**src/pham_pkg.sv**
```systemverilog
`timescale 1ns / 1ps

package pham_pkg;

    localparam int FRAC_BITS  = 16;
    localparam int COORD_W    = FRAC_BITS + 1;
    localparam int SIZE_W     = 14;
    localparam int PIX_W      = 14;
    localparam int PROD_W     = COORD_W + SIZE_W;
    localparam int RAW_W      = PROD_W - FRAC_BITS;
    localparam int MAX_SIZE   = 8192;

    localparam int CFG_IDX_W  = 1;
    localparam int CFG_DATA_W = SIZE_W;

    localparam logic [CFG_IDX_W-1:0] REG_SCREEN_W = 1'b0;
    localparam logic [CFG_IDX_W-1:0] REG_SCREEN_H = 1'b1;

    localparam logic [SIZE_W-1:0] SCREEN_W_RESET = SIZE_W'(1920);
    localparam logic [SIZE_W-1:0] SCREEN_H_RESET = SIZE_W'(1080);

    localparam logic [COORD_W-1:0] COORD_ONE = {1'b1, {FRAC_BITS{1'b0}}};

    localparam int QDEPTH   = 4;
    localparam int QPTR_W   = $clog2(QDEPTH);
    localparam int OQ_DEPTH = 4;
    localparam int OQ_PTR_W = $clog2(OQ_DEPTH);

    typedef enum logic [1:0] {
        HAND_NONE  = 2'd0,
        HAND_LEFT  = 2'd1,
        HAND_RIGHT = 2'd2
    } t_hand;

    typedef enum logic [1:0] {
        KIND_MOVE = 2'd0,
        KIND_DOWN = 2'd1,
        KIND_UP   = 2'd2
    } t_kind;

    typedef struct packed {
        t_hand              hand;
        logic               held_old;
        logic               held_new;
        logic [COORD_W-1:0] u;
        logic [COORD_W-1:0] v;
    } t_job;

    typedef struct packed {
        t_kind            kind;
        logic [PIX_W-1:0] x;
        logic [PIX_W-1:0] y;
        logic             btn;
        t_hand            hand;
        logic             last;
    } t_event;

    typedef struct packed {
        logic valid;
        t_job job;
    } t_jobbeat;

endpackage

```
**src/pham_front.sv**
```systemverilog
`timescale 1ns / 1ps

module pham_front (
    input  logic                            i_clk,
    input  logic                            i_rst_n,
    input  logic                            i_accept,
    input  logic [1:0]                      i_plane,
    input  logic [1:0]                      i_on_screen,
    input  logic [1:0]                      i_pressed,
    input  logic [1:0][pham_pkg::COORD_W-1:0] i_u,
    input  logic [1:0][pham_pkg::COORD_W-1:0] i_v,
    output pham_pkg::t_jobbeat              o_beat
);
    import pham_pkg::*;

    t_hand      r_active, n_active;
    logic       r_held, n_held;
    logic [1:0] scr;
    logic       act_ok;
    logic       aidx;
    logic       hidx;
    t_hand      hand;

    function automatic logic [COORD_W-1:0] sat_coord(input logic [COORD_W-1:0] c);
        return (c > COORD_ONE) ? COORD_ONE : c;
    endfunction

    assign scr    = i_plane & i_on_screen;
    assign act_ok = (r_active == HAND_LEFT) || (r_active == HAND_RIGHT);
    assign aidx   = (r_active == HAND_RIGHT);

    always_comb begin
        if (r_held && act_ok && i_plane[aidx]) begin
            hand = r_active;
        end else if (scr[0] && i_pressed[0]) begin
            hand = HAND_LEFT;
        end else if (scr[1] && i_pressed[1]) begin
            hand = HAND_RIGHT;
        end else if (act_ok && scr[aidx]) begin
            hand = r_active;
        end else if (scr[0]) begin
            hand = HAND_LEFT;
        end else if (scr[1]) begin
            hand = HAND_RIGHT;
        end else begin
            hand = HAND_NONE;
        end
    end

    assign hidx     = (hand == HAND_RIGHT);
    assign n_active = hand;
    assign n_held   = (hand != HAND_NONE) && i_pressed[hidx];

    always_comb begin
        o_beat.valid        = i_accept;
        o_beat.job.hand     = hand;
        o_beat.job.held_old = r_held;
        o_beat.job.held_new = n_held;
        o_beat.job.u        = sat_coord(i_u[hidx]);
        o_beat.job.v        = sat_coord(i_v[hidx]);
    end

    always_ff @(posedge i_clk) begin
        if (!i_rst_n) begin
            r_active <= HAND_NONE;
            r_held   <= 1'b0;
        end else if (i_accept) begin
            r_active <= n_active;
            r_held   <= n_held;
        end
    end

endmodule

```
**src/pham_queue.sv**
```systemverilog
`timescale 1ns / 1ps

module pham_queue (
    input  logic               i_clk,
    input  logic               i_rst_n,
    input  pham_pkg::t_jobbeat i_beat,
    output logic               o_full,
    input  logic               i_rd,
    output pham_pkg::t_jobbeat o_beat
);
    import pham_pkg::*;

    t_job              r_mem [QDEPTH];
    logic [QPTR_W-1:0] r_wp, r_rp;
    logic [QPTR_W:0]   r_cnt;
    logic              wr, rd;

    assign o_full = (r_cnt == (QPTR_W+1)'(QDEPTH));
    assign wr     = i_beat.valid && !o_full;
    assign rd     = i_rd && (r_cnt != '0);

    always_comb begin
        o_beat.valid = (r_cnt != '0);
        o_beat.job   = r_mem[r_rp];
    end

    always_ff @(posedge i_clk) begin
        if (wr) begin
            r_mem[r_wp] <= i_beat.job;
        end
    end

    always_ff @(posedge i_clk) begin
        if (!i_rst_n) begin
            r_wp  <= '0;
            r_rp  <= '0;
            r_cnt <= '0;
        end else begin
            if (wr) begin
                r_wp <= r_wp + QPTR_W'(1);
            end
            if (rd) begin
                r_rp <= r_rp + QPTR_W'(1);
            end
            r_cnt <= r_cnt + (QPTR_W+1)'(wr) - (QPTR_W+1)'(rd);
        end
    end

endmodule

```
**src/pham_back.sv**
```systemverilog
`timescale 1ns / 1ps

module pham_back (
    input  logic                         i_clk,
    input  logic                         i_rst_n,
    input  logic [pham_pkg::SIZE_W-1:0]  i_screen_w,
    input  logic [pham_pkg::SIZE_W-1:0]  i_screen_h,
    input  pham_pkg::t_jobbeat           i_beat,
    output logic                         o_rd,
    input  logic                         i_pop,
    output logic                         o_empty,
    output pham_pkg::t_event             o_head
);
    import pham_pkg::*;

    // multiply stage
    logic              r_a_valid;
    t_hand             r_a_hand;
    logic              r_a_held_old, r_a_held_new;
    logic [PROD_W-1:0] r_a_prod_x, r_a_prod_y;
    logic [SIZE_W-1:0] r_a_sw, r_a_sh;

    logic [PIX_W-1:0]  r_last_x, r_last_y;

    t_event              r_omem [OQ_DEPTH];
    logic [OQ_PTR_W-1:0] r_owp, r_orp;
    logic [OQ_PTR_W:0]   r_ocnt;

    logic [SIZE_W-1:0] sw, sh;
    logic              a_take, a_load, opop;
    logic [SIZE_W-1:0] lim_x, lim_y;
    logic [RAW_W-1:0]  raw_x, raw_y;
    logic [PIX_W-1:0]  px, py, ev_x, ev_y;
    logic              has_hand, do_move, do_btn;
    t_event            ev_move, ev_btn, ev_first;
    logic [1:0]        nwr;

    function automatic logic [SIZE_W-1:0] eff_size(input logic [SIZE_W-1:0] s);
        if (s == '0) begin
            return SIZE_W'(1);
        end else if (s > SIZE_W'(MAX_SIZE)) begin
            return SIZE_W'(MAX_SIZE);
        end else begin
            return s;
        end
    endfunction

    assign sw = eff_size(i_screen_w);
    assign sh = eff_size(i_screen_h);

    assign a_take = r_a_valid && (r_ocnt <= (OQ_PTR_W+1)'(OQ_DEPTH - 2));
    assign a_load = i_beat.valid && (!r_a_valid || a_take);
    assign o_rd   = a_load;
    assign opop   = i_pop && (r_ocnt != '0);

    always_ff @(posedge i_clk) begin
        if (a_load) begin
            r_a_hand     <= i_beat.job.hand;
            r_a_held_old <= i_beat.job.held_old;
            r_a_held_new <= i_beat.job.held_new;
            r_a_prod_x   <= PROD_W'(i_beat.job.u) * PROD_W'(sw);
            r_a_prod_y   <= PROD_W'(i_beat.job.v) * PROD_W'(sh);
            r_a_sw       <= sw;
            r_a_sh       <= sh;
        end
    end

    always_comb begin
        lim_x = r_a_sw - SIZE_W'(1);
        lim_y = r_a_sh - SIZE_W'(1);
        raw_x = r_a_prod_x[PROD_W-1:FRAC_BITS];
        raw_y = r_a_prod_y[PROD_W-1:FRAC_BITS];
        px = (raw_x > RAW_W'(lim_x)) ? PIX_W'(lim_x) : raw_x[PIX_W-1:0];
        py = (raw_y > RAW_W'(lim_y)) ? PIX_W'(lim_y) : raw_y[PIX_W-1:0];

        has_hand = (r_a_hand != HAND_NONE);
        do_move  = has_hand && ((px != r_last_x) || (py != r_last_y));
        do_btn   = (r_a_held_old != r_a_held_new);
        ev_x     = has_hand ? px : r_last_x;
        ev_y     = has_hand ? py : r_last_y;

        ev_move.kind = KIND_MOVE;
        ev_move.x    = px;
        ev_move.y    = py;
        ev_move.btn  = r_a_held_old;
        ev_move.hand = r_a_hand;
        ev_move.last = !do_btn;

        ev_btn.kind  = r_a_held_new ? KIND_DOWN : KIND_UP;
        ev_btn.x     = ev_x;
        ev_btn.y     = ev_y;
        ev_btn.btn   = r_a_held_new;
        ev_btn.hand  = r_a_hand;
        ev_btn.last  = 1'b1;

        ev_first = do_move ? ev_move : ev_btn;
        nwr      = 2'(do_move) + 2'(do_btn);
    end

    always_ff @(posedge i_clk) begin
        if (a_take && (nwr != 2'd0)) begin
            r_omem[r_owp] <= ev_first;
        end
        if (a_take && (nwr == 2'd2)) begin
            r_omem[r_owp + OQ_PTR_W'(1)] <= ev_btn;
        end
    end

    always_ff @(posedge i_clk) begin
        if (!i_rst_n) begin
            r_a_valid <= 1'b0;
            r_last_x  <= '1;
            r_last_y  <= '1;
            r_owp     <= '0;
            r_orp     <= '0;
            r_ocnt    <= '0;
        end else begin
            if (a_load) begin
                r_a_valid <= 1'b1;
            end else if (a_take) begin
                r_a_valid <= 1'b0;
            end
            if (a_take && do_move) begin
                r_last_x <= px;
                r_last_y <= py;
            end
            if (a_take) begin
                r_owp <= r_owp + OQ_PTR_W'(nwr);
            end
            if (opop) begin
                r_orp <= r_orp + OQ_PTR_W'(1);
            end
            r_ocnt <= r_ocnt + (a_take ? (OQ_PTR_W+1)'(nwr) : '0)
                      - (OQ_PTR_W+1)'(opop);
        end
    end

    assign o_empty = (r_ocnt == '0);
    assign o_head  = r_omem[r_orp];

endmodule

```
**src/pointer_hand_arbiter_mouse_events.sv**
```systemverilog
`timescale 1ns / 1ps

// Pointer hand arbiter: one frame of traced pointer state per push, zero to two
// mouse events out per frame. The front picks the hand and updates hand and
// button state in the accept cycle; a four-entry job queue feeds the back,
// which multiplies the coordinates by the screen size in one stage and then
// quantizes, compares with the last pixel and writes the events to a
// four-entry result queue. A push is taken every cycle while the job queue
// has room; a frame's events pass the job queue and the multiply stage before
// they reach the result side. Sustained rate is one frame per cycle when each
// frame gives at most one event, and one event per cycle overall, set by the
// single-beat pop side. Screen size registers are written through the plain
// write port by the user only while idle; the block does not enforce it.

module pointer_hand_arbiter_mouse_events (
    input  logic                               i_clk,
    input  logic                               i_rst_n,
    input  logic                               i_cfg_we,
    input  logic [pham_pkg::CFG_IDX_W-1:0]     i_cfg_idx,
    input  logic [pham_pkg::CFG_DATA_W-1:0]    i_cfg_data,
    input  logic                               push,
    output logic                               full,
    input  logic                               i_left_on_plane,
    input  logic                               i_left_on_screen,
    input  logic                               i_left_pressed,
    input  logic [pham_pkg::COORD_W-1:0]       i_left_u,
    input  logic [pham_pkg::COORD_W-1:0]       i_left_v,
    input  logic                               i_right_on_plane,
    input  logic                               i_right_on_screen,
    input  logic                               i_right_pressed,
    input  logic [pham_pkg::COORD_W-1:0]       i_right_u,
    input  logic [pham_pkg::COORD_W-1:0]       i_right_v,
    output logic                               empty,
    input  logic                               pop,
    output logic [1:0]                         o_event_kind,
    output logic signed [pham_pkg::PIX_W-1:0]  o_pixel_x,
    output logic signed [pham_pkg::PIX_W-1:0]  o_pixel_y,
    output logic                               o_button_state,
    output logic [1:0]                         o_active_hand_out,
    output logic                               o_last_event
);
    import pham_pkg::*;

    logic [SIZE_W-1:0] r_screen_w, r_screen_h;
    t_jobbeat          front_beat, queue_beat;
    logic              q_full, q_rd, accept;
    t_event            head;

    always_ff @(posedge i_clk) begin
        if (!i_rst_n) begin
            r_screen_w <= SCREEN_W_RESET;
            r_screen_h <= SCREEN_H_RESET;
        end else if (i_cfg_we) begin
            case (i_cfg_idx)
                REG_SCREEN_W: r_screen_w <= i_cfg_data;
                REG_SCREEN_H: r_screen_h <= i_cfg_data;
                default: ;
            endcase
        end
    end

    assign full   = q_full;
    assign accept = push && !q_full;

    pham_front u_front (
        .i_clk       (i_clk),
        .i_rst_n     (i_rst_n),
        .i_accept    (accept),
        .i_plane     ({i_right_on_plane, i_left_on_plane}),
        .i_on_screen ({i_right_on_screen, i_left_on_screen}),
        .i_pressed   ({i_right_pressed, i_left_pressed}),
        .i_u         ({i_right_u, i_left_u}),
        .i_v         ({i_right_v, i_left_v}),
        .o_beat      (front_beat)
    );

    pham_queue u_queue (
        .i_clk   (i_clk),
        .i_rst_n (i_rst_n),
        .i_beat  (front_beat),
        .o_full  (q_full),
        .i_rd    (q_rd),
        .o_beat  (queue_beat)
    );

    pham_back u_back (
        .i_clk      (i_clk),
        .i_rst_n    (i_rst_n),
        .i_screen_w (r_screen_w),
        .i_screen_h (r_screen_h),
        .i_beat     (queue_beat),
        .o_rd       (q_rd),
        .i_pop      (pop),
        .o_empty    (empty),
        .o_head     (head)
    );

    assign o_event_kind      = head.kind;
    assign o_pixel_x         = $signed(head.x);
    assign o_pixel_y         = $signed(head.y);
    assign o_button_state    = head.btn;
    assign o_active_hand_out = head.hand;
    assign o_last_event      = head.last;

    a_move_has_hand: assert property (@(posedge i_clk) disable iff (!i_rst_n)
        (!empty && (o_event_kind == KIND_MOVE)) |-> (o_active_hand_out != HAND_NONE))
        else $error("move beat without an active hand");

    a_no_hand_is_release: assert property (@(posedge i_clk) disable iff (!i_rst_n)
        (!empty && (o_active_hand_out == HAND_NONE))
        |-> ((o_event_kind == KIND_UP) && !o_button_state && o_last_event))
        else $error("handless beat is not a final release");

    a_hand_pixel_valid: assert property (@(posedge i_clk) disable iff (!i_rst_n)
        (!empty && (o_active_hand_out != HAND_NONE)) |-> !o_pixel_x[PIX_W-1])
        else $error("active hand beat at negative pixel");

    a_down_held: assert property (@(posedge i_clk) disable iff (!i_rst_n)
        (!empty && (o_event_kind == KIND_DOWN)) |-> (o_button_state && o_last_event))
        else $error("button down beat with button not held");

endmodule

```
**config.mk**
```make
export PLATFORM = sky130hd
export DESIGN_NAME = pointer_hand_arbiter_mouse_events
export DESIGN_NICKNAME = d
export VERILOG_FILES = /design/src/pham_pkg.sv /design/src/pham_front.sv /design/src/pham_queue.sv /design/src/pham_back.sv /design/src/pointer_hand_arbiter_mouse_events.sv
export SDC_FILE = /design/constraint.sdc
export NUM_CORES = 2
export LEC_CHECK = 0
export ABC_AREA = 1
export BUFFER_PORTS_ARGS = -buffer_cell sky130_fd_sc_hd__buf_2
export CAP_MARGIN = 25
export CORE_ASPECT_RATIO = 1.75
export CORE_MARGIN = 1
export CORE_UTILIZATION = 25
export DETAILED_ROUTE_END_ITERATION = 12
export PLACE_DENSITY = 0.5
export RECOVER_POWER = 25
export SETUP_SLACK_MARGIN = 0.1
export SYNTH_ARGS = -nofsm -noshare
export SYNTH_HDL_FRONTEND = slang
export SYNTH_SLANG_ARGS = --single-unit
export TNS_END_PERCENT = 1
```
**constraint.sdc**
```tcl
create_clock -name i_clk -period 9.2 [get_ports i_clk]
set_input_delay 0 -clock i_clk [delete_from_list [all_inputs] [get_ports i_clk]]
set_output_delay 0 -clock i_clk [all_outputs]
set_load 0.05 [all_outputs]
```
==> metrics.txt <==
status=complete, but fails checks; failing checks=max-capacitance violations, max-slew violations; Residual DRC=0; DRT iter0 DRCs=1194; via count=28.5k; design area=41200 um2; final critical-path required period=just over 8 ns; Hold Crit Class=in -> reg; Post-CTS Setup Repair Bufs=0; number of buffers and inverters on the critical path=5; # port buffers=between 100 and 150; Vias per Instance=about 4.5; Total Routing Usage GR=0.145; cell row count=roughly 180; largest net degree at the start of global routing=just under 80; CTS tree=yes; worst reg2reg path endpoint=u_back.r_a_prod_y[23]; Area Growth Syn to Fin=14.3%; Clock Skews=between 0.015 and 0.02 ns; Most used DFF post-synth=edfxtp_1; Post-synth EDFFs=346; unrepaired setup endpoints after global routing=false; CP delay by family, top=adder cells; Mapped Cells=roughly 4.2k; final period utilization=0.874; Synth Cell Area=between 30000 and 40000 um2; initial antenna violation count=9; worst path required time=between 9 and 10 ns; worst rel slew slack=-1.55; synthesized flop and latch total=around 430; vias in the first global route=between 20k and 30k; pre-CTS setup slack=between 1.5 and 2 ns; startpoint types=flop; IO Count=130; Mapped Nets=between 4k and 5k; critical path's largest stage delay=around 1.2 ns; die area=146000 um2; Critical Path End Type=flop; HPWL after DPL=slightly above 80 mm; cts bufs inserted=between 40 and 50; post-route setup slack=1.16 ns; CTS Buffer Depth=3; Final setup viols=0; Clock Sinks=between 400 and 500; core area=approximately 140000 um2; fraction of layout cells with a size suffix above 1=0.0742; gr ovfl total=0; hold path start=i_right_u[4]; Worst-Margin Slew=about 3.8 ns; Final Hold Vio Count=0; Crit path top cell by count=nand2_1; critical path class=reg -> reg; DR pass1 iterations=5; syn_area_per_cell=~8.5 um2; Hold Path Depth=4; CP Max Fanout=55; nets@finish=around 5.1k; setup tns final=0 ns; max-slew violations=~180; htree depth=2; worst path arrival time=about 8.5 ns; GPL Wtd Cong=around 0.91; first-pass GRT wire length=around 170 mm; Syn. warnings=0; die width=289 um; FFs w/ async S/R, synth=0; Reg2Reg Depth=24; Hold Path Sink=u_queue.r_mem[3][21]; Unique masters post-synth=51; CP cell instances=inv_1 > buf_4 > nand2_1 > nand3_1 > nand2_1 > inv_1 > nand2_1 > fa_1 > fa_1 > inv_1 > fa_1 > fa_1 > fa_1 > fa_1 > ha_1 > nand2_1 > nor2_1 > inv_1 > nor3_1 > nand3_1 > nand2_1 > nand2_1 > nand2_1 > xor2_1; Peak Freq=between 100 and 150 MHz; Die H=about 500 um; Seq/Total Area, Yosys=0.333; Initial Util=0.252; Max-Cap Viols=5; clock-pin slew on the worst setup and hold paths=roughly 0.060 ns; Area after DPL=approximately 39000 um2; post-route ant nets=0; clock latency on the worst-skew pair=between 0.6 and 0.7 ns; routed length per instance=roughly 17 um; Slowest-stage cell, CP=inv_1; Root Buffer=clkbuf_16; aggregate routed wire length=106 mm; worst reg2reg setup slack=about 1.2 ns
-- worst reg2reg max path, delay by kind of cell, from the launching register on --
kind                       cells  cell delay, ns
buffers and inverters          5            2.16
DFF                            1            0.32
adders and majority gates      7            3.51
xor gates and xnor gates       1            0.24
and+or+nand+nor               11            1.63
-- cells in the mapped netlist, types with 8 or more instances --
cell type / number / share of area
xnor2_1: 10 / 0.0024
dfxtp_1: 82 / 0.045
buf_2: 8 / 0.0011
inv_1: 746 / 0.078
edfxtp_1: 346 / 0.29
clkinv_1: 9 / 0.00094
ha_1: 230 / 0.080
clkbuf_1: 111 / 0.012
nand3_1: 182 / 0.025
nor2_1: 647 / 0.067
fa_1: 354 / 0.20
a31oi_1: 25 / 0.0043
xor2_1: 34 / 0.0083
nor3_1: 18 / 0.0025
a21oi_1: 111 / 0.015
buf_6: 9 / 0.0028
a21oi_2: 20 / 0.0049
nand3b_1: 17 / 0.0035
o21ai_0: 171 / 0.024
o22ai_1: 39 / 0.0068
nand2_1: 873 / 0.091
or2_2: 37 / 0.0064
nand4_1: 38 / 0.0066
nand2_2: 9 / 0.0016
o21a_1: 39 / 0.0081
a32oi_1: 15 / 0.0036
nor4_1: 11 / 0.0019
-- routing by layer --
metal	GRT usage	vias to the layer above	routed length [um]
met3	0.0150	243	4070
met5	0	-	98
met4	0.0621	16	4800
met2	0.271	706	55200
li1	-	13808	-
met1	0.165	13720	42000
-- how the worst max path moves through the flow --
| stage | slack [ns] | depth (start not counted) | end |
|---|---|---|---|
| 2_1_floorplan | 2.82 | 26 | u_back.r_a_prod_x[28] |
| 3_3_place_gp | 1.66 | 30 | u_back.r_a_prod_y[29] |
| 3_5_place_dp | 1.66 | 30 | u_back.r_a_prod_y[29] |
| 4_1_cts | 1.66 | 30 | u_back.r_a_prod_y[29] |
| 5_1_grt | 0.59 | 24 | u_back.r_a_prod_y[23] |
| 6_report | 1.16 | 24 | u_back.r_a_prod_y[23] |
-- cell families after synthesis --
| family | count (synthesis) | share of synthesized area |
|---|---|---|
| and+or+nand+nor | 1846 | 0.209 |
| buffers and inverters | 891 | 0.0955 |
| adders and majority gates | 584 | 0.276 |
| AOI/OAI and AO/OA | 453 | 0.0742 |
| DFF | 428 | 0.333 |
| xor gates and xnor gates | 44 | 0.0107 |
| muxes | 2 | 0.000624 |
-- what timing repair did --
item	in CTS	in global routing
gates resized for setup	0	0
setup endpoints to repair	0	0
endpoints found under the hold margin	143	0
hold buffers	78	0
-- state kept, by name (all words and copies together), names as in the netlist, 3 cells and up, named ones only --
| name | flops |
|---|---|
| u_back.r_last_y | 14 |
| u_back.r_a_sh | 14 |
| u_back.r_a_prod_y | 15 |
| u_back.r_a_sw | 14 |
| u_back.r_ocnt | 3 |
| u_queue.r_cnt | 3 |
| u_back.r_a_prod_x | 15 |
| u_back.r_omem | 136 |
| u_queue.r_mem | 152 |
| u_back.r_last_x | 14 |
| r_screen_h | 14 |
| r_screen_w | 14 |
-- cell usage in the layout (no fill, tap or decap), drive strengths merged, types with 78 or more instances in the layout --
cell type	Yosys	final
nand2	884	884
inv	746	749
nor2	650	650
fa	354	354
edfxtp	346	346
ha	230	230
nand3	185	185
o21ai	176	176
buf	25	175
a21oi	131	131
dfxtp	82	82
clkbuf	111	80
dlygate4sd3	0	78
-- metrics by stage --
| step | hold WS [ns] | utilization | cells |
|---|---|---|---|
| 2_1_floorplan | 0.113 | - | 4248 |
| 3_3_place_gp | 0.240 | 0.272 | 6165 |
| 3_5_place_dp | 0.252 | 0.272 | 6166 |
| 4_1_cts | 0.00244 | 0.288 | 6332 |
| 5_1_grt | 0.0440 | 0.287 | 6333 |
| 6_report | 0.0267 | 0.288 | 6334 |
-- final cells by class --
class / instances / area [um2]
antenna: 1 / 2.50
clock buffer: 60 / 1290
clock inverter: 28 / 248
fill: 15259 / 102000
inverter: 755 / 2830
multi-input combinational: 2929 / 20600
sequential: 428 / 12000
tap: 1860 / 2330
timing repair buffer: 273 / 1890
Power is not shown: default switching activity piles up to over one toggle a cycle in this logic, so the estimate is an artifact.
